<file path="src/rtl/srcv_pkg.sv">
// ----------------------------------------------------------------------------
// Stick rate curve package
// Shared types, register codes, fixed-point constants and helper functions.
// ----------------------------------------------------------------------------
package srcv_pkg;

    // Working width for rounding shifts; every product fits well inside it.
    localparam int RW          = 80;
    localparam int DIV_STEPS   = 23;
    localparam int QUEUE_DEPTH = 4;
    localparam int QUEUE_AW    = 2;
    localparam int CFG_AW      = 3;

    // Configuration register indexes.
    localparam logic [CFG_AW-1:0] REG_RATE_MODE  = 3'd0;
    localparam logic [CFG_AW-1:0] REG_RATE_A     = 3'd1;
    localparam logic [CFG_AW-1:0] REG_RATE_B     = 3'd2;
    localparam logic [CFG_AW-1:0] REG_ACRO_EXPO  = 3'd3;
    localparam logic [CFG_AW-1:0] REG_ANGLE_EXPO = 3'd4;

    // Curve select codes.
    localparam logic [1:0] MODE_CUBIC   = 2'd0;
    localparam logic [1:0] MODE_RC      = 2'd1;
    localparam logic [1:0] MODE_QUINTIC = 2'd2;

    // Axis codes.
    localparam logic [1:0] AXIS_ROLL  = 2'd0;
    localparam logic [1:0] AXIS_PITCH = 2'd1;
    localparam logic [1:0] AXIS_YAW   = 2'd2;

    localparam logic signed [17:0] ONE_Q12     = 18'sd4096;
    localparam logic [15:0]        TWO_Q12     = 16'd8192;
    localparam logic [15:0]        BOOST_Q12   = 16'd59556;
    localparam logic [27:0]        D_ONE_Q27   = 28'd134217728;
    localparam logic [27:0]        D_MIN_Q27   = 28'd1342177;
    localparam logic [22:0]        DEG2RAD_Q28 = 23'd4685083;
    localparam logic [7:0]         RATE_SCALE  = 8'd200;
    localparam logic signed [47:0] DEG_LIMIT   = 48'sh0100_0000_0000;
    localparam logic signed [35:0] RAD_MAX     = 36'sd2147483647;
    localparam logic signed [35:0] RAD_MIN     = -36'sd2147483648;

    // One classified item waiting for the curve pipeline.
    typedef struct packed {
        logic [1:0]         axis;
        logic [1:0]         mode;
        logic signed [15:0] stick;
        logic [15:0]        expo;
        logic [15:0]        rate_a;
        logic [15:0]        rate_b;
    } t_job;

    // Per-item data that rides along the quotient pipeline.
    typedef struct packed {
        logic [1:0]         axis;
        logic [1:0]         mode;
        logic signed [40:0] deg0;
        logic signed [40:0] deg2;
        logic signed [40:0] ang;
    } t_div_pay;

    typedef struct packed {
        t_div_pay    pay;
        logic [27:0] den;
    } t_curve_res;

    // Shift right by n, rounding to nearest with ties away from zero.
    function automatic logic signed [RW-1:0] rnd_shr(input logic signed [RW-1:0] v,
                                                     input int n);
        logic signed [RW-1:0] half;
        logic signed [RW-1:0] neg;
        half      = '0;
        half[n-1] = 1'b1;
        neg       = '0;
        neg[0]    = v[RW-1];
        return (v + half - neg) >>> n;
    endfunction

    // Picks one axis word out of a packed register; the fourth axis reads zero.
    function automatic logic [15:0] word_sel(input logic [47:0] pack, input logic [1:0] axis);
        logic [15:0] w;
        unique case (axis)
            AXIS_ROLL:  w = pack[15:0];
            AXIS_PITCH: w = pack[31:16];
            AXIS_YAW:   w = pack[47:32];
            default:    w = '0;
        endcase
        return w;
    endfunction

endpackage

</file>
<file path="src/rtl/srcv_div.sv">
// ----------------------------------------------------------------------------
// Stick rate curve super-rate reciprocal
// Pipelined long division, one quotient bit per stage, for round(2^43 / d).
// ----------------------------------------------------------------------------
module srcv_div import srcv_pkg::*; (
    input  logic                 i_clk,
    input  logic                 i_rst_n,
    input  logic                 i_en,
    input  logic                 i_valid,
    input  t_curve_res           i_res,
    output logic                 o_valid,
    output t_div_pay             o_pay,
    output logic [DIV_STEPS-1:0] o_quo
);

    typedef struct packed {
        t_div_pay             pay;
        logic [27:0]          den;
        logic [27:0]          rem;
        logic [DIV_STEPS-1:0] quo;
    } t_div_st;

    t_div_st              r_st  [DIV_STEPS];
    t_div_st              w_in  [DIV_STEPS];
    t_div_st              w_out [DIV_STEPS];
    logic [DIV_STEPS-1:0] r_v;

    always_ff @(posedge i_clk) begin
        if (!i_rst_n) begin
            r_v <= '0;
        end else if (i_en) begin
            r_v <= {r_v[DIV_STEPS-2:0], i_valid};
        end
    end

    // The numerator is 2^43 + d/2, so its low bits are d shifted down by one
    // and its top bits are 2^20 plus the top four bits of d.
    for (genvar k = 0; k < DIV_STEPS; k++) begin : g_step
        localparam int QB = DIV_STEPS - 1 - k;
        logic [27:0] w_rem2;

        if (k == 0) begin : g_first
            always_comb begin
                w_in[k].pay = i_res.pay;
                w_in[k].den = i_res.den;
                w_in[k].rem = 28'({1'b1, 16'b0, i_res.den[27:24]});
                w_in[k].quo = '0;
            end
        end else begin : g_next
            assign w_in[k] = r_st[k-1];
        end

        always_comb begin
            w_rem2    = {w_in[k].rem[26:0], w_in[k].den[QB+1]};
            w_out[k]  = w_in[k];
            if (w_rem2 >= w_in[k].den) begin
                w_out[k].rem     = w_rem2 - w_in[k].den;
                w_out[k].quo[QB] = 1'b1;
            end else begin
                w_out[k].rem = w_rem2;
            end
        end

        always_ff @(posedge i_clk) begin
            if (i_en) begin
                r_st[k] <= w_out[k];
            end
        end
    end

    assign o_valid = r_v[DIV_STEPS-1];
    assign o_pay   = r_st[DIV_STEPS-1].pay;
    assign o_quo   = r_st[DIV_STEPS-1].quo;

endmodule

</file>
<file path="config.mk">
export PLATFORM = sky130hd
export DESIGN_NAME = srcv_div
export DESIGN_NICKNAME = d
export VERILOG_FILES = /design/src/rtl/srcv_pkg.sv /design/src/rtl/srcv_div.sv
export SDC_FILE = /design/constraint.sdc
export NUM_CORES = 2
export LEC_CHECK = 0
export BUFFER_PORTS_ARGS = -buffer_cell sky130_fd_sc_hd__buf_2
export CAP_MARGIN = 20
export CORE_AREA = 2 2 559 561
export CTS_CLUSTER_DIAMETER = 30
export CTS_CLUSTER_SIZE = 24
export DETAILED_ROUTE_END_ITERATION = 6
export DIE_AREA = 0 0 561 563
export PLACE_DENSITY = 0.86
export RECOVER_POWER = 100
export SYNTH_ARGS = -nofsm -noshare
export SYNTH_HDL_FRONTEND = slang
export SYNTH_MEMORY_MAX_BITS = 65536
export SYNTH_SLANG_ARGS = --single-unit
</file>
<file path="constraint.sdc">
create_clock -name i_clk -period 3 [get_ports i_clk]
set_input_delay 0.15 -clock i_clk [delete_from_list [all_inputs] [get_ports i_clk]]
set_output_delay 0.15 -clock i_clk [all_outputs]
set_load 0.1 [all_outputs]
</file>
# [Word-level counts from Yosys, hierarchy flattened]
# Memory sizes are Yosys's and may differ from the RTL's.
# Index checks and enable logic that the tools add are counted.
[op_classes] addsub=23 n_lt_le_gt_ge=23 muxes=48
[op_table] operator="$mux 28" count=23
[op_table] operator="$ge 28x28->1" count=22
[op_table] operator="$sub 28x28->28" count=22
[op_table] operator="$ge 22x28->1" count=1
[op_table] operator="$sub 22x28->28" count=1
[op_table] operator="$mux 1" count=25
[totals] register_bits=23 ramBits=4738 inputBits=159 output_inout_bits=151 word_cells=96 mem_count=1
[mem_list] memory="r_st" depth=23 word_bits=206 read_ports=23 rd_ports_with_merged_regs=0 wr=23 line="srcv_div.sv:23" source="t_div_st r_st [DIV_STEPS];"

# [Longest topological paths before layout]
# An unclocked memory read counts as a cell.
[depth] ltp_word=3 ltp_mapped=14 ltp_nobuf=13

# [Worst setup path after synthesis]
# Ideal clock, no wire load.
[synth_path] kind="reg-to-reg" from="memory r_st[1][680] in the netlist's numbering" to="memory r_st[1][867] in the netlist's numbering (data pin)" setup_time_ps=260 t_arrival_ps=2966 required_ps=2740 slack_ps=-226 stages_incl_launch_ff=14 path_buffers=1 synth_period_minus_slack_ps=3226 cell_sequence="edfxtp_1 inv_1 ha_1 fa_1 nor2b_1 o21ai_1 a21boi_2 o2111a_1 nor3_1 o31ai_1 a21oi_1 o31ai_4 buf_4 mux2_2"
[synth_rtl] item="start: declaration" line="srcv_div.sv:23"

==> summary.log <==
INFO  drt            route.antenna.remaining_nets=0
INFO  grt            pin_count_of_the_biggest_net_entering_global_routing=148
INFO  timing         post-route-period-util=1.12
INFO  worst_setup_path critical_path_required=3.74ns
INFO  placement      buffer_ports.inserted=309
INFO  worst_setup_path endpoint_kind=flip-flop
INFO  worst_setup_path cp-start-kind=flip-flop
INFO  synthesis      yosys-mux-area-fraction=0.0164
INFO  die            placement_rows=205
INFO  clock_tree     cts-htree-levels=6
INFO  synthesis      area_fraction_in_compound_gates_after_synthesis=0.0731
INFO  drt            number_of_design_rule_violations_left_by_the_first_detailed_router_iteration=8761
INFO  flow_run       cap_violations=2
INFO  synthesis      gate_count_after_technology_mapping=10500
INFO  timing         max_slew.worst_pin.slew=2.20ns
INFO  clock_tree     clkSlewWorstSetupHoldPaths=0.06ns
INFO  pwr            peakVddDrop=0.000803V
INFO  worst_setup_path rr_endpoint=r_st[1][453]
INFO  drt            routed_wl=396mm
INFO  clock_tree     clock-root-buffer=sky130_fd_sc_hd__clkbuf_16
INFO  timing         timing.clock.skew=0.0508ns
INFO  worst_setup_path cp_slowest_stage_delay=0.46ns
INFO  layout         number_of_nets_in_the_final_layout=13600
INFO  drt            vias=97300
INFO  synthesis      synth_enable_flop_cells=4407
INFO  grt            antenna_found_initial=7
INFO  die            coreArea=310000µm²
INFO  pwr            p_leak=0.0854µW
INFO  die            ioPinCount=310
INFO  worst_setup_path timing.reg2reg.worst_path_depth=13
INFO  timing         finalHoldViolCount=0
INFO  pwr            fraction_of_power_consumed_by_sequential_logic=0.363
INFO  layout         fillCellCount=18500
INFO  timing         achievable-frequency=297MHz
INFO  drt            drc_errors_left=3
INFO  timing         final_critical_path_setup_slack=-0.367ns
INFO  clock_tree     tritoncts.num_buffers=699
INFO  grt            globalRoute.totalOverflow=0
INFO  pwr            p_int=158000µW
INFO  layout         finish.cell_count_without_fillers=17600
INFO  synthesis      largest_family_of_logic_cells_by_synthesized_area=compound AO/OA/AOI/OAI gates
INFO  drt            post_drt_wl_per_cell=22.5µm
INFO  pwr            switching_share=0.304
INFO  pwr            clkPwrFrac=0.365
INFO  synthesis      ys_ff_latch=4430
INFO  timing         slew_headroom=-0.464
INFO  worst_setup_path ff2ff_setup_slack=-0.37ns
INFO  synthesis      synth_sequential_area_ratio=0.768
INFO  die            starting_density_of_the_core=0.557
INFO  synthesis      synth_warnings=0
INFO  grt            number_of_global_route_vias_before_repair=101000
INFO  clock_tree     worstSkewPairLatency=1.03ns
INFO  timing         final-max-slew-violation-count=66
INFO  clock_tree     numClockSinks=4430
INFO  drt            via_to_cell_ratio=5.53
INFO  hold_path      worstHoldStart=i_rst_n
INFO  clock_tree     clock_tree_from_tritoncts=done
INFO  placement      globalplace.congestion=0.976
INFO  synthesis      xor_xnor_share_of_the_synthesized_area=0.0244
INFO  worst_setup_path timing.critical_path.arrival=4.11ns
INFO  worst_setup_path cp_cell_sequence=ha_1 > a21o_1 > a21o_1 > a221oi_4 > a21oi_2 > a211oi_1 > buf_4 > o31ai_4 > buf_4 > clkbuf_16 > buf_4 > nor2_1 > a21oi_1
INFO  timing         clock_period_minus_final_worst_setup_slack=3.37ns
INFO  clock_tree     clock_path_buffers=4
INFO  hold_path      hold_depth=3
INFO  pwr            power.density_cell_area=1030nW/µm²
INFO  layout         final_common_cell=sky130_fd_sc_hd__edfxtp_1
INFO  grt            groute.usage.overall=0.241
INFO  synthesis      async_flop_share=0
INFO  synthesis      post_synth_fa_ha_maj_area_fraction=0.0475
INFO  layout         areaGrowthSynthToFinish=27.6%
INFO  timing         setup_repair_after_global_routing_missed_its_margin=true
INFO  worst_setup_path critical_path.max_fanout=11
INFO  synthesis      yosys_most_used_dff=sky130_fd_sc_hd__edfxtp_1
INFO  outcome        run_status=finished, violations left
INFO  pwr            pwr-share-comb=0.272
INFO  placement      numPlacedInstances=15800
INFO  die            design.die.area=316000µm²
INFO  timing         timing.setup.tns=-40.47ns
INFO  hold_path      min-delay-path-class=primary input to flip-flop
INFO  die            floorplan.die.width=561µm
INFO  pwr            net_sw_power=69300µW
INFO  hold_path      worstHoldEndpoint=r_v[14]
INFO  timing         finalSetupViolations=386
INFO  layout         final_cell_mix=sky130_fd_sc_hd__edfxtp_1 (4407), sky130_fd_sc_hd__buf_4 (1072), sky130_fd_sc_hd__inv_1 (728), sky130_fd_sc_hd__clkbuf_16 (719), sky130_fd_sc_hd__ha_1 (582)
INFO  synthesis      synthSimpleGateAreaFrac=0.0429
INFO  layout         final_layout_size_suffix_gt1_frac=0.261
INFO  synthesis      synth_cell_type_count=95
INFO  synthesis      synth.avg_cell_area=16.5µm²
INFO  placement      dpl.hpwl=225mm
INFO  synthesis      synthesis.area=173000µm²
INFO  drt            drt-pass1-iter-count=7
INFO  synthesis      synth_fp_nets=11300
INFO  grt            grt_first_pass_wirelength=586mm
INFO  worst_setup_path cp_slowest_cell=sky130_fd_sc_hd__a221oi_4
INFO  outcome        failed_checks=design-rule violations, max-capacitance violations, max-slew violations, negative setup slack
INFO  worst_setup_path critical_path.reg2reg.startpoint=r_st[1][249]
INFO  worst_setup_path crit_path_frequent_cell=sky130_fd_sc_hd__buf_4
INFO  worst_setup_path path_class=flip-flop to flip-flop
INFO  die            die_height=563µm
metrics by stage:
step           total power, µW  hold slack (ns)   util  cell area (µm²)  setup WS [ns]
6_report                228000            0.102  0.711           221000         -0.367
5_1_grt                 236000            0.104  0.711           221000         -0.378
4_1_cts                 221000         0.000702  0.700           217000         -0.370
3_5_place_dp            134000            0.328  0.606           188000         -0.531
3_3_place_gp            133000            0.327  0.606           188000         -0.514
2_1_floorplan           114000            0.249      -           173000        -0.0940
state kept, by name, indices dropped and copies added, names as in the netlist:
register	count
r_st	4407
r_v	23
cells by family (layout without fill, tap and decap cells):
logic type      count (synthesis)  in the layout
xor+xnor                      481            481
mux                           252            252
flops                        4430           4430
buf+inv                      1090           4074
simple gates                 1594           1594
compound gates               1971           1971
fa+ha+maj                     643            643
other cells                     0              4
routing by layer:
layer  up-vias  global-route usage  wire, µm
met3      1278              0.0371     19900
li1      44500                   -         -
met4         4               0.120     22700
met1     47700               0.267    141000
met5         -                   0        28
met2      3832               0.449    213000
cell type report:
| cell class | count | area (µm²) | area share |
|---|---|---|---|
| timing repair buffer | 2021 | 16800 | 0.0762 |
| sequential | 4430 | 133000 | 0.602 |
| inverter | 752 | 2830 | 0.0128 |
| clock inverter | 547 | 6700 | 0.0304 |
| multi-input combinational | 4941 | 38400 | 0.174 |
| clock buffer | 754 | 17800 | 0.0807 |
| tap | 4140 | 5180 | 0.0235 |
| antenna | 4 | 10.0 | 0.0000454 |
worst max-delay path, delay by kind of cell (launching register included):
kind / cells / cell delay (ns)
AOI/OAI and AO/OA: 7 / 1.53
adders and majority gates: 1 / 0.35
buffers and inverters: 4 / 0.65
DFF: 1 / 0.45
and+or+nand+nor: 1 / 0.10
how the worst max path moves through the flow:
stage,startpoint,endpoint,slack [ns],depth (start not counted)
2_1_floorplan,r_st[1][680],r_st[1][867],-0.09,13
3_3_place_gp,r_st[0][278],r_st[0][461],-0.51,15
3_5_place_dp,r_st[0][278],r_st[0][461],-0.53,15
4_1_cts,r_st[1][669],r_st[1][850],-0.37,13
5_1_grt,r_st[1][51],r_st[1][253],-0.38,12
6_report,r_st[1][249],r_st[1][453],-0.37,13
cell usage after synthesis, types with 155 or more instances:
| master | instances | area [µm²] |
|---|---|---|
| sky130_fd_sc_hd__edfxtp_1 | 4407 | 132000 |
| sky130_fd_sc_hd__inv_1 | 750 | 2820 |
| sky130_fd_sc_hd__a21oi_1 | 628 | 3140 |
| sky130_fd_sc_hd__ha_1 | 621 | 7770 |
| sky130_fd_sc_hd__nor2_1 | 544 | 2040 |
| sky130_fd_sc_hd__nand2_1 | 406 | 1520 |
| sky130_fd_sc_hd__o21ai_0 | 392 | 1960 |
| sky130_fd_sc_hd__a21o_1 | 291 | 2180 |
| sky130_fd_sc_hd__xnor2_1 | 259 | 2270 |
| sky130_fd_sc_hd__xor2_1 | 222 | 1940 |
| sky130_fd_sc_hd__mux2_2 | 188 | 2120 |
| sky130_fd_sc_hd__buf_4 | 155 | 1160 |
power by group through the flow:
stage / clock [µW] / sequential [µW] / combinational, µW
after CTS: 84000 / 82400 / 54700
after global routing: 86900 / 83100 / 66200
after detailed placement: 0 / 83200 / 51200
after floorplan: 0 / 80800 / 33300
after global placement: 0 / 82900 / 49800
final: 83100 / 82600 / 61800
repair_timing:
item | CTS | global route
pin swaps | 87 | 197
hold endpoints to repair | 1029 | 0
setup endpoints to repair | 561 | 577
hold buffers | 317 | 0
cloned | 10 | 19
resized for setup | 220 | 540
setup buffers | 33 | 122
Power figures use the tool's default switching activity.
