===== src/rtl/srcv_pkg.sv =====
// ----------------------------------------------------------------------------
// Stick rate curve package
// Shared types, register codes, fixed-point constants and helper functions.
// ----------------------------------------------------------------------------
package srcv_pkg;

    // Working width for rounding shifts; every product fits well inside it.
    localparam int RW          = 80;
    localparam int DIV_STEPS   = 23;
    localparam int QUEUE_DEPTH = 4;
    localparam int QUEUE_AW    = 2;
    localparam int CFG_AW      = 3;

    // Configuration register indexes.
    localparam logic [CFG_AW-1:0] REG_RATE_MODE  = 3'd0;
    localparam logic [CFG_AW-1:0] REG_RATE_A     = 3'd1;
    localparam logic [CFG_AW-1:0] REG_RATE_B     = 3'd2;
    localparam logic [CFG_AW-1:0] REG_ACRO_EXPO  = 3'd3;
    localparam logic [CFG_AW-1:0] REG_ANGLE_EXPO = 3'd4;

    // Curve select codes.
    localparam logic [1:0] MODE_CUBIC   = 2'd0;
    localparam logic [1:0] MODE_RC      = 2'd1;
    localparam logic [1:0] MODE_QUINTIC = 2'd2;

    // Axis codes.
    localparam logic [1:0] AXIS_ROLL  = 2'd0;
    localparam logic [1:0] AXIS_PITCH = 2'd1;
    localparam logic [1:0] AXIS_YAW   = 2'd2;

    localparam logic signed [17:0] ONE_Q12     = 18'sd4096;
    localparam logic [15:0]        TWO_Q12     = 16'd8192;
    localparam logic [15:0]        BOOST_Q12   = 16'd59556;
    localparam logic [27:0]        D_ONE_Q27   = 28'd134217728;
    localparam logic [27:0]        D_MIN_Q27   = 28'd1342177;
    localparam logic [22:0]        DEG2RAD_Q28 = 23'd4685083;
    localparam logic [7:0]         RATE_SCALE  = 8'd200;
    localparam logic signed [47:0] DEG_LIMIT   = 48'sh0100_0000_0000;
    localparam logic signed [35:0] RAD_MAX     = 36'sd2147483647;
    localparam logic signed [35:0] RAD_MIN     = -36'sd2147483648;

    // One classified item waiting for the curve pipeline.
    typedef struct packed {
        logic [1:0]         axis;
        logic [1:0]         mode;
        logic signed [15:0] stick;
        logic [15:0]        expo;
        logic [15:0]        rate_a;
        logic [15:0]        rate_b;
    } t_job;

    // Per-item data that rides along the quotient pipeline.
    typedef struct packed {
        logic [1:0]         axis;
        logic [1:0]         mode;
        logic signed [40:0] deg0;
        logic signed [40:0] deg2;
        logic signed [40:0] ang;
    } t_div_pay;

    typedef struct packed {
        t_div_pay    pay;
        logic [27:0] den;
    } t_curve_res;

    // Shift right by n, rounding to nearest with ties away from zero.
    function automatic logic signed [RW-1:0] rnd_shr(input logic signed [RW-1:0] v,
                                                     input int n);
        logic signed [RW-1:0] half;
        logic signed [RW-1:0] neg;
        half      = '0;
        half[n-1] = 1'b1;
        neg       = '0;
        neg[0]    = v[RW-1];
        return (v + half - neg) >>> n;
    endfunction

    // Picks one axis word out of a packed register; the fourth axis reads zero.
    function automatic logic [15:0] word_sel(input logic [47:0] pack, input logic [1:0] axis);
        logic [15:0] w;
        unique case (axis)
            AXIS_ROLL:  w = pack[15:0];
            AXIS_PITCH: w = pack[31:16];
            AXIS_YAW:   w = pack[47:32];
            default:    w = '0;
        endcase
        return w;
    endfunction

endpackage


===== src/rtl/srcv_queue.sv =====
// ----------------------------------------------------------------------------
// Stick rate curve item queue
// Short FIFO that decouples the front end from the curve pipeline.
// ----------------------------------------------------------------------------
module srcv_queue import srcv_pkg::*; (
    input  logic i_clk,
    input  logic i_rst_n,
    input  logic i_push,
    input  t_job i_job,
    input  logic i_pop,
    output logic o_full,
    output logic o_empty,
    output t_job o_head
);

    t_job                r_mem [QUEUE_DEPTH];
    logic [QUEUE_AW-1:0] r_wr;
    logic [QUEUE_AW-1:0] r_rd;
    logic [QUEUE_AW:0]   r_cnt;

    always_ff @(posedge i_clk) begin
        if (!i_rst_n) begin
            r_wr  <= '0;
            r_rd  <= '0;
            r_cnt <= '0;
        end else begin
            if (i_push) begin
                r_wr <= r_wr + 1'b1;
            end
            if (i_pop) begin
                r_rd <= r_rd + 1'b1;
            end
            case ({i_push, i_pop})
                2'b10:   r_cnt <= r_cnt + 1'b1;
                2'b01:   r_cnt <= r_cnt - 1'b1;
                default: r_cnt <= r_cnt;
            endcase
        end
    end

    always_ff @(posedge i_clk) begin
        if (i_push) begin
            r_mem[r_wr] <= i_job;
        end
    end

    assign o_full  = (r_cnt == (QUEUE_AW+1)'(QUEUE_DEPTH));
    assign o_empty = (r_cnt == '0);
    assign o_head  = r_mem[r_rd];

endmodule


===== config.mk =====
export PLATFORM = sky130hd
export DESIGN_NAME = srcv_queue
export DESIGN_NICKNAME = d
export VERILOG_FILES = /design/src/rtl/srcv_pkg.sv /design/src/rtl/srcv_queue.sv
export SDC_FILE = /design/constraint.sdc
export NUM_CORES = 1
export LEC_CHECK = 0
export ABC_AREA = 1
export BUFFER_PORTS_ARGS = -buffer_cell sky130_fd_sc_hd__buf_2
export CAP_MARGIN = 15
export CORE_ASPECT_RATIO = 1.2
export CORE_MARGIN = 1.5
export CORE_UTILIZATION = 35
export CTS_BUF_LIST = sky130_fd_sc_hd__clkbuf_2 sky130_fd_sc_hd__clkbuf_4 sky130_fd_sc_hd__clkbuf_8
export DETAILED_ROUTE_END_ITERATION = 8
export PLACE_DENSITY = 0.63
export SKIP_CTS_REPAIR_TIMING = 1
export SLEW_MARGIN = 20
export SYNTH_ARGS = -nofsm -noshare
export SYNTH_HDL_FRONTEND = slang
export SYNTH_SLANG_ARGS = --single-unit

===== constraint.sdc =====
create_clock -name i_clk -period 2.2 [get_ports i_clk]
set_input_delay 0.11 -clock i_clk [delete_from_list [all_inputs] [get_ports i_clk]]
set_output_delay 0.11 -clock i_clk [all_outputs]
set_load 0.01 [all_outputs]

# After elaboration in Yosys (flattened, before gate mapping)
# Memory sizes are Yosys's and may differ from the RTL's. A register that Yosys moved wholly into a read port is not among the register bits.
# Index checks and enable logic that the tools add are counted.
# classes
n_addsub,4
order_cmp,0
multipliers,0
shift,0
div_mod_pow,0
n_mux,5
reduce_logical,2
n_bitwise,0
n_eq_ne,3
# ops
cell,n
3-bit one-hot mux with 2 select lines,1
2-bit by 1-bit adder with 2-bit output (second input constant),2
2-bit 2-to-1 mux,2
3-bit by 1-bit adder with 3-bit output (second input constant),1
3-bit equality test (second input constant),1
3-bit zero test,1
3-bit by 1-bit subtractor with 3-bit output (second input constant),1
2-bit by 1-bit equality test with 1-bit output (second input constant),1
2-bit equality test (second input constant),1
1-bit 2-to-1 mux,2
2-bit nonzero test,1
# totals
mem_count,1
mem_bits_ro,0
ramBits,272
in_bits,72
word_cells,18
latchBits,0
register_bits,7
out_inout_bits,70
# memory_table
memory,depth,word_bits,read_ports,rd_clocked_by_memory_dff,write_ports,line,text
r_mem,4,68,1,1,1,srcv_queue.sv:16,t_job r_mem [QUEUE_DEPTH];

# Longest topological paths before layout
# Gate-level depths: netlist of run 1.
# logic_depth
word_depth,3
ltp_mapped,10

# Worst setup path after synthesis of run 1
# No wires, ideal clock.
# synth_path
kind,register to register
startpoint,register r_wr[0]
endpoint,"memory r_mem[2][0] (netlist bit), enable pin"
synth_period_minus_slack_ns,2.331
path_stages_with_launch,5
path_buffers,0
path_slack_ns,-0.131
arrival_time_ns,1.909
required_ns,1.778
cell_sequence,dfxtp_1 -> inv_1 -> ha_1 -> nand2_1 -> inv_1
# synth_rtl
element,line,text
from (decl),srcv_queue.sv:17,logic [QUEUE_AW-1:0] r_wr;
from (signal assigned),srcv_queue.sv:28,r_wr <= r_wr + 1'b1;
to (decl),srcv_queue.sv:16,
# Straight into the memory's write port.

==> reports/results.txt, run 1 <==
Final setup margin = 0.113 ns
# Max-Cap Violations = 0
Layout cell share with drive strength beyond 1 = 24.5%
Power per Cell Area = 886 mW/mm^2
Core outline area = 0.0295 mm^2
F_max = 0.479 GHz
Post-synthesis sequential area ratio = 79.5%
Layout area overhead = 26.9%
Hold wc startpoint = i_job[17]
Num CTS Buffers = 44
Vias = 6633
Post-synth top area share = 77.8%
Initial antenna violation count = 2
CTS Root Cell = clkbuf_8
Post-Syn Area = 0.0105 mm^2
Synth cell count leaders = edfxtp_1, nor2_1, o21ai_0, o22ai_1, inv_1
Max-slew violations = 0
Leading area contributor after synthesis = edfxtp_1
Reg-to-Reg Start = r_wr[1]$_SDFFE_PN0P_
Drt drc = 0
Die width = 161 um
HPWL after DPL = 12.7 mm
Initial DRC Count = 460
Fin nets = 1025
Clk_lat worst skew = 0.55 ns
Main synth FF type = edfxtp_1
Final ANT Viol Nets = 0
Clk buf depth = 3
Post-synth EDFFs = 272
All-layer global routing usage = 14.5%
Startpoint types = flip-flop
Syn nets = 792
Placed Area = 0.0117 mm^2
Leak = 0.00470 uW
Fraction of registers with async set/reset = 0%
Vias in the first global route = 6353
First-pass GRT wire length = 34.0 mm
Top cells by area, synth = edfxtp_1, o21ai_0, nor2_1, o22ai_1, dfxtp_1
Pre-CTS setup slack = 0.586 ns
Unrepaired setup endpoints after global routing = yes
Grt ovf = 0
Largest net degree at the start of global routing = 85
Clk pin slew, worst setup/hold paths = 0.06 ns
Cell Rows = 69
WS Path Type = reg -> out
RR Endpoint = r_mem[1][35]$_DFFE_PP_
Die H = 193 um
Via density = 4.83
IO buf count = 141
Clk_skew = 0.0174 ns
Drt wl/cell = 16.9 um
Final WL = 23.2 mm
#FFs+latches synth = 281
CTS sink count = 281
CP max FO = 84
1st-pass router iterations = 4
Setup violators final = 0
CTS tree = built
Relative slew slack = 59.6%
Max IR drop VDD = 472 uV
Worst hold path depth = 2
Die area = 0.0311 mm^2
Fill count = 2674
Status = completed
Type of the most critical hold path = in -> reg
Synth Warn # = 0
Avg Cell Area, Syn = 14.7 um^2
Worst Hold Path EP = r_mem[3][17]$_DFFE_PP_
Min Hold Slack = 0.303 ns
Placer Congestion = 0.704
R2R Setup Slk = 0.65 ns
CP arrival = 1.98 ns
Top-count cell post-synth = edfxtp_1
CTS H-Tree Depth = 2
Worst reg2reg path depth = 5
CP endpoint kind = output pin
Slew @ Worst Pin = 0.606 ns
Final min period = 2.09 ns
Period utilization = 94.9%
Final hold violations = 0
Boundary Pins = 142
Library cells used by synthesis = 21
Starting density of the core = 35.6%
Required @ worst endpoint = 2.09 ns
Post-Synthesis Cells = 714
Final instance area = 0.0133 mm^2
-- per-layer routing --
layer,GRT usage [%],routed length (um),share of wire (%),vias to the layer above
li1,-,-,-,3159
met1,16.6,9660,42,3270
met2,26.3,12100,52,171
met3,3.14,987,4.3,33
met4,5.80,444,1.9,0
met5,0,0,0,-
-- metrics by stage --
stage	setup TNS, ns	total power, uW	cells	util (%)
after global placement	0	7340	1219	39.5
after global routing	-0.0101	12300	1373	45.1
after CTS	-0.0980	11900	1300	42.6
after floorplan	0	6870	714	-
final	0	11800	1374	45.1
after detailed placement	0	7360	1219	39.5
-- final cells by class --
class | count | area [um^2] | area share [%]
Antenna cell | 2 | 5.00 | 0.0376
Timing Repair Buffer | 230 | 1660 | 12.4
Clock buffer | 60 | 732 | 5.49
Clock inverter | 21 | 183 | 1.37
Multi-Input combinational cell | 373 | 1820 | 13.7
Inverter | 17 | 86.3 | 0.648
Tap cell | 390 | 488 | 3.66
Sequential cell | 281 | 8350 | 62.7
-- cell families (layout without fill, tap and decap cells) --
kind of cell             after synthesis  count (layout)  share of synthesized area (%)
flip-flops                           281             281                           79.5
AO/OA/AOI/OAI                        215             215                           11.1
AND/OR/NAND/NOR                      152             152                           5.49
buffers and inverters                 60             328                           3.16
adder cells (fa/ha/maj)                6               6                          0.786
other                                  0               2                              0
-- cell usage in the layout (no fill, tap or decap), types with 2 or more instances in the layout --
cell,netlist,layout
a21oi_1,5,5
buf_12,0,4
buf_16,0,2
buf_2,12,141
buf_4,0,9
buf_6,9,2
bufinv_16,0,3
clkbuf_4,2,15
clkbuf_8,0,46
clkinv_1,0,7
clkinv_2,0,7
clkinvlp_4,0,7
dfxtp_1,9,7
diode_2,0,2
dlygate4sd3_1,0,71
edfxtp_1,272,272
ha_1,5,5
inv_1,15,11
nand2_1,9,9
nor2_1,139,139
nor3_1,2,2
o21ai_0,137,137
o21ai_1,5,5
o22ai_1,68,68
-- worst max-delay path by stage --
stage	from	to	slack, ns	depth (start not counted)
2_1_floorplan	r_wr[0]$_SDFFE_PN0P_	r_mem[0][0]$_DFFE_PP_	0.13	4
3_3_place_gp	flip-flop	o_head[4]	0.60	4
3_5_place_dp	flip-flop	o_head[39]	0.59	5
4_1_cts	flip-flop	o_head[4]	-0.02	5
5_1_grt	flip-flop	o_head[67]	-0.009	5
6_report	flip-flop	o_head[39]	0.11	4
-- sequential cells by signal, indices dropped and copies added (netlist names), named ones only --
register  flops
r_mem       272
r_rd          2
r_cnt         3
r_wr          2
-- critical path, stage by stage, from the launching register on --
cell     delay, ns
dfxtp_4       0.49
buf_16        0.32
o21ai_0       0.16
o22ai_1       0.24
buf_2         0.18
-- where the power goes --
group	switching, uW	internal [uW]
Combinational	721	447
Clock	1930	2530
Sequential	62.2	6110
Power figures use the tool's default switching activity.
==> run 2, diff against run 1 <==
ABC_AREA = unset   (was 1)
==> reports/results.txt, run 2 <==
Total power = 11700 uW (-0.73%)
Boundary Pins = 142 (unchanged)
CP arrival = 1.94 ns (-0.04 ns)
Required @ worst endpoint = 2.09 ns (about the same)
Worst reg2reg path depth = 3 (-2)
Clk_lat worst skew = 0.53 ns (-0.02 ns)
Top cells by area, synth = edfxtp_1, mux4_2, dfxtp_1, and2_1, ha_1
Main synth FF type = edfxtp_1
CTS tree = built
Layout area overhead = 28.3%
Final Util = 45.8% (+0.64 points)
Max IR drop VDD = 518 uV (+9.7%)
Clk pin slew, worst setup/hold paths = 0.06 ns (about the same)
Die width = 159 um (-1.0%)
Status = completed
Core outline area = 0.0288 mm^2 (-2.3%)
Post-synth EDFFs = 272 (unchanged)
IO buf count = 141 (unchanged)
Final WL = 20.6 mm (-11%)
Drt wl/cell = 19.1 um (+13%)
CP endpoint kind = output pin
Final cell count without fillers = 1077 (-22%)
CTS Root Cell = clkbuf_8
Final setup margin = 0.151 ns (+0.0383 ns)
CTS H-Tree Depth = 2 (unchanged)
Initial DRC Count = 215 (-53%)
HPWL after DPL = 12.7 mm (-0.29%)
Most frequent cells in the layout = edfxtp_1, buf_2, dlygate4sd3_1
Top-count cell post-synth = edfxtp_1
Clk_skew = 0.00901 ns (-0.00837 ns)
Pre-CTS setup slack = 0.526 ns (-0.0602 ns)
Cell Rows = 68 (-1.4%)
Final min period = 2.05 ns (-0.0383 ns)
# Max-Cap Violations = 0 (unchanged)
F_max = 0.488 GHz (+1.9%)
Syn nets = 480 (-39%)
Worst hold path depth = 2 (unchanged)
WS Path Type = reg -> out
Initial antenna violation count = 1 (-1)
Die H = 191 um (-1.0%)
Synth Warn # = 0 (unchanged)
Number of flip-flops under the largest register name = 272 (unchanged)
Grt ovf = 0 (unchanged)
CTS sink count = 281 (unchanged)
Via density = 4.64 (-3.8%)
Type of the most critical hold path = in -> reg
Unrepaired setup endpoints after global routing = no
Avg Cell Area, Syn = 25.6 um^2 (+74%)
Clk buf depth = 3 (unchanged)
Startpoint types = flip-flop
Largest net degree at the start of global routing = 33 (-61%)
Top flop regs = r_mem: 272 flops, r_cnt: 3 flops
Starting density of the core = 35.7% (+0.10 points)
Commonest non-fill, non-tap cell in the layout = edfxtp_1
Period utilization = 93.1% (-1.7 points)
Setup violators final = 0 (unchanged)
Max-slew violations = 0 (unchanged)
Final ANT Viol Nets = 0 (unchanged)
#FFs+latches synth = 281 (unchanged)
Vias = 5002 (-25%)
Fin nets = 743 (-28%)
CP max FO = 18 (-79%)
Synth cell count leaders = edfxtp_1, mux4_2, and2_1, dfxtp_1, inv_1
Worst path cell trace = buf_12 > mux4_2 > buf_2
First-pass GRT wire length = 30.2 mm (-11%)
Dpl cells = 929 (-24%)
Layout cell share with drive strength beyond 1 = 43.8% (+19 points)
Post-synth top area share = 79.4% (+1.6 points)
Library cells used by synthesis = 22 (+4.8%)
Critical path's slowest cell = mux4_2
CP peak stage delay = 0.55 ns (+0.06 ns)
Relative slew slack = 66.7% (+7.1 points)
Final hold violations = 0 (unchanged)
Post-Syn Area = 0.0103 mm^2 (-2.0%)
Power per Cell Area = 887 mW/mm^2 (+0.19%)
Post-synthesis sequential area ratio = 81.2% (+1.7 points)
Placer Congestion = 0.672 (-4.5%)
All-layer global routing usage = 13.3% (-1.2 points)
Fraction of registers with async set/reset = 0% (unchanged)
Drt drc = 0 (unchanged)
Die area = 0.0304 mm^2 (-2.0%)
Leading area contributor after synthesis = edfxtp_1
Vias in the first global route = 5227 (-18%)
Leak = 0.00453 uW (-3.7%)
Post-Synthesis Cells = 402 (-44%)
Num CTS Buffers = 44 (unchanged)
1st-pass router iterations = 6 (+2)
Slew @ Worst Pin = 0.500 ns (-0.106 ns)
Largest Register = r_mem
==> run 2: cell types whose count changed in the layout (fill, tap and decap cells not counted), sizes merged, moves of 10 or more <==
| cell | delta |
|---|---|
| o21ai | -140 |
| nor2 | -139 |
| mux4 | +68 |
| o22ai | -68 |
| and2 | +10 |
==> run 2: cell families (layout without fill, tap and decap cells) <==
logic type	count (synthesis)	count (layout)	share of synthesized area, %
buf+inv	22	311	1.54
other cells	0	1	0
simple gates	16	16	0.912
xor+xnor	5	5	0.426
mux	69	69	15.0
fa+ha+maj	6	6	0.803
compound gates	3	3	0.170
flops	281	281	81.2
==> run 2: per-stage QoR <==
step	hold slack (ns)	setup TNS, ns	cell area [um^2]
detailed placement	0.327	0	11600
global route	0.296	0	13200
finish	0.330	0	13200
CTS	-0.270	-0.0194	12500
global placement	0.318	0	11600
floorplan	0.209	0	10300
==> run 2: worst paths after layout <==
path,slack (ns),start,end
setup / recovery,0.15,flip-flop,o_head[27]
hold / removal,0.33,i_job[57],r_mem[1][57]$_DFFE_PP_
setup reg to reg,0.55,r_wr[0]$_SDFFE_PN0P_,r_mem[3][38]$_DFFE_PP_
hold reg to reg,0.53,r_cnt[2]$_SDFFE_PN0P_,r_cnt[2]$_SDFFE_PN0P_
==> run 2: layout make-up <==
type                            count  area [um^2]
Sequential cell                   281         8360
Antenna cell                        1         2.50
Fill cell                        2426        15600
Tap cell                          385          482
Inverter                            6         22.5
Multi-Input combinational cell     99         1790
Clock inverter                     13          109
Timing Repair Buffer              233         1720
Clock buffer                       59          724
==> run 2: routing by layer <==
metal | part of all wire, % | track usage [%]
met1 | 41 | 15.7
met2 | 52 | 22.8
met3 | 4.9 | 4.18
met4 | 2.2 | 5.12
met5 | 0 | 0
==> run 2: power by group <==
part	switching, uW	internal, uW	total (uW)
clock network	1850	2350	4200
registers	83.5	6140	6230
logic	635	649	1280
==> run 2: critical path: cells and delay by family, from the launching register on <==
family | cells | cell delay (ns)
buffers and inverters | 2 | 0.38
multiplexers | 1 | 0.55
flip-flops | 1 | 0.45
==> run 3, diff against run 2 <==
CORE_UTILIZATION = 30   (was 35)
PLACE_DENSITY = 0.55   (was 0.63)
clock period = 1.9 ns   (was 2.2 ns; I/O delays follow)
==> reports/results.txt, run 3 (synthesized netlist as in run 2, its figures left out) <==
Vias = 5094 (+1.8%)
Startpoint types = flip-flop
Drt drc = 0 (unchanged)
CP arrival = 1.93 ns (about the same)
Die H = 206 um (+7.9%)
Core outline area = 0.0339 mm^2 (+17%)
Vias in the first global route = 5401 (+3.3%)
Violated checks = setup timing
Total power = 14200 uW (+21%)
Power per Cell Area = 1040 mW/mm^2 (+17%)
All-layer global routing usage = 11.3% (-2.0 points)
F_max = 0.493 GHz
Slew @ Worst Pin = 0.467 ns (-0.0328 ns)
Clk buf depth = 3 (unchanged)
IO buf count = 141 (unchanged)
Final WL = 21.3 mm (+3.1%)
Type of the most critical hold path = in -> reg
Leak = 0.00466 uW (+3.0%)
Clk_lat worst skew = 0.55 ns (+0.02 ns)
Clk pin slew, worst setup/hold paths = 0.06 ns (about the same)
WS Path Type = reg -> out
# diodes = 0 (-1)
Final Util = 40.4% (-5.4 points)
Status = finished with violations
Commonest non-fill, non-tap cell in the layout = edfxtp_1
Final setup margin = -0.128 ns (-0.279 ns)
Via density = 4.40 (-5.3%)
Max IR drop VDD = 518 uV (+0.11%)
Dpl cells = 995 (+7.1%)
Final instance area = 0.0137 mm^2 (+3.6%)
TNS Setup = -5.59 ns (-5.59 ns)
Required @ worst endpoint = 1.80 ns (-0.29 ns)
Largest net degree at the start of global routing = 42 (+27%)
CTS H-Tree Depth = 2 (unchanged)
Layout cell share with drive strength beyond 1 = 43.3% (-0.54 points)
CP endpoint kind = output pin
CTS Root Cell = clkbuf_8
Unrepaired setup endpoints after global routing = yes
Reg area = 0.00836 mm^2 (unchanged)
Starting density of the core = 30.4% (-5.3 points)
Setup violators final = 68 (+68)
Die width = 172 um (+7.9%)
Cell Rows = 74 (+8.8%)
Final hold violations = 0 (unchanged)
Clk_skew = 0.0129 ns (+0.00386 ns)
Boundary Pins = 142 (unchanged)
Final min period = 2.03 ns
Initial antenna violation count = 0 (-1)
HPWL after DPL = 11.4 mm (-10%)
Multi-input logic area = 0.00179 mm^2 (unchanged)
Final cell count without fillers = 1158 (+7.5%)
CTS sink count = 281 (unchanged)
Period utilization = 107%
CP max FO = 14 (-4)
Num CTS Buffers = 47 (+6.8%)
Placed Area = 0.0117 mm^2 (+0.44%)
1st-pass router iterations = 4 (-2)
First-pass GRT wire length = 29.7 mm (-1.7%)
Fin nets = 745 (+0.27%)
Final ANT Viol Nets = 0 (unchanged)
Top flop regs = r_mem: 272 flops, r_cnt: 3 flops
Initial DRC Count = 236 (+9.8%)
Relative slew slack = 68.8% (+2.2 points)
Most frequent cells in the layout = edfxtp_1, buf_2, dlygate4sd3_1
Layout area overhead = 33.0%
Fill count = 3084 (+27%)
Number of flip-flops under the largest register name = 272 (unchanged)
Placer Congestion = 0.686 (+2.1%)
Drt wl/cell = 18.4 um (-4.1%)
Largest Register = r_mem
Max-slew violations = 0 (unchanged)
Die area = 0.0354 mm^2 (+16%)
# Max-Cap Violations = 0 (unchanged)
Grt ovf = 0 (unchanged)
CTS tree = built
==> run 3: cell types whose count changed in the layout (fill, tap and decap cells not counted), sizes merged <==
cell      change
inv           +1
diode         -1
bufinv        +1
clkbuf        +5
buf           -4
clkinv        +7
clkinvlp      +1
==> run 3: cell type report <==
type	count	share of cell area, %
flip-flops and latches	281	61.1
repair buffers	232	14.7
multi-input cells	99	13.1
clock buffers	61	5.54
well taps	456	4.17
clock inverters	23	1.30
inverters	6	0.165
==> run 3: worst max-delay path, cell delays in order (launching register included) <==
cell	delay, ns
dfxtp_4	0.35
buf_12	0.15
buf_16	0.18
mux4_2	0.56
buf_6	0.15
==> run 3: per-stage QoR <==
stage               hold slack, ns  setup WS (ns)
floorplan                    0.194         0.0727
global placement             0.302          0.296
global route                 0.264         -0.226
detailed placement           0.312          0.173
finish                       0.296         -0.128
CTS                         -0.306         -0.293
==> run 3: power by group <==
group / total [uW] / switching [uW] / internal (uW)
registers: 7180 / 70.8 / 7110
clock network: 5320 / 2310 / 3010
logic: 1710 / 803 / 909
==> run 3: final timing paths <==
| path | from | endpoint | slack, ns | depth (start not counted) |
|---|---|---|---|---|
| max | flip-flop | o_head[25] | -0.13 | 4 |
| min | i_job[10] | r_mem[2][10]$_DFFE_PP_ | 0.30 | 2 |
| max reg2reg | r_cnt[0]$_SDFFE_PN0P_ | r_cnt[2]$_SDFFE_PN0P_ | 0.24 | 5 |
| min reg2reg | r_cnt[2]$_SDFFE_PN0P_ | r_cnt[2]$_SDFFE_PN0P_ | 0.55 | 2 |
==> run 3: layer usage <==
layer	vias up	routed length [um]	global-route usage [%]
met5	-	0	0
met4	0	445	4.25
met3	34	1130	3.56
met2	138	10900	19.3
met1	2672	8820	13.1
li1	2250	-	-
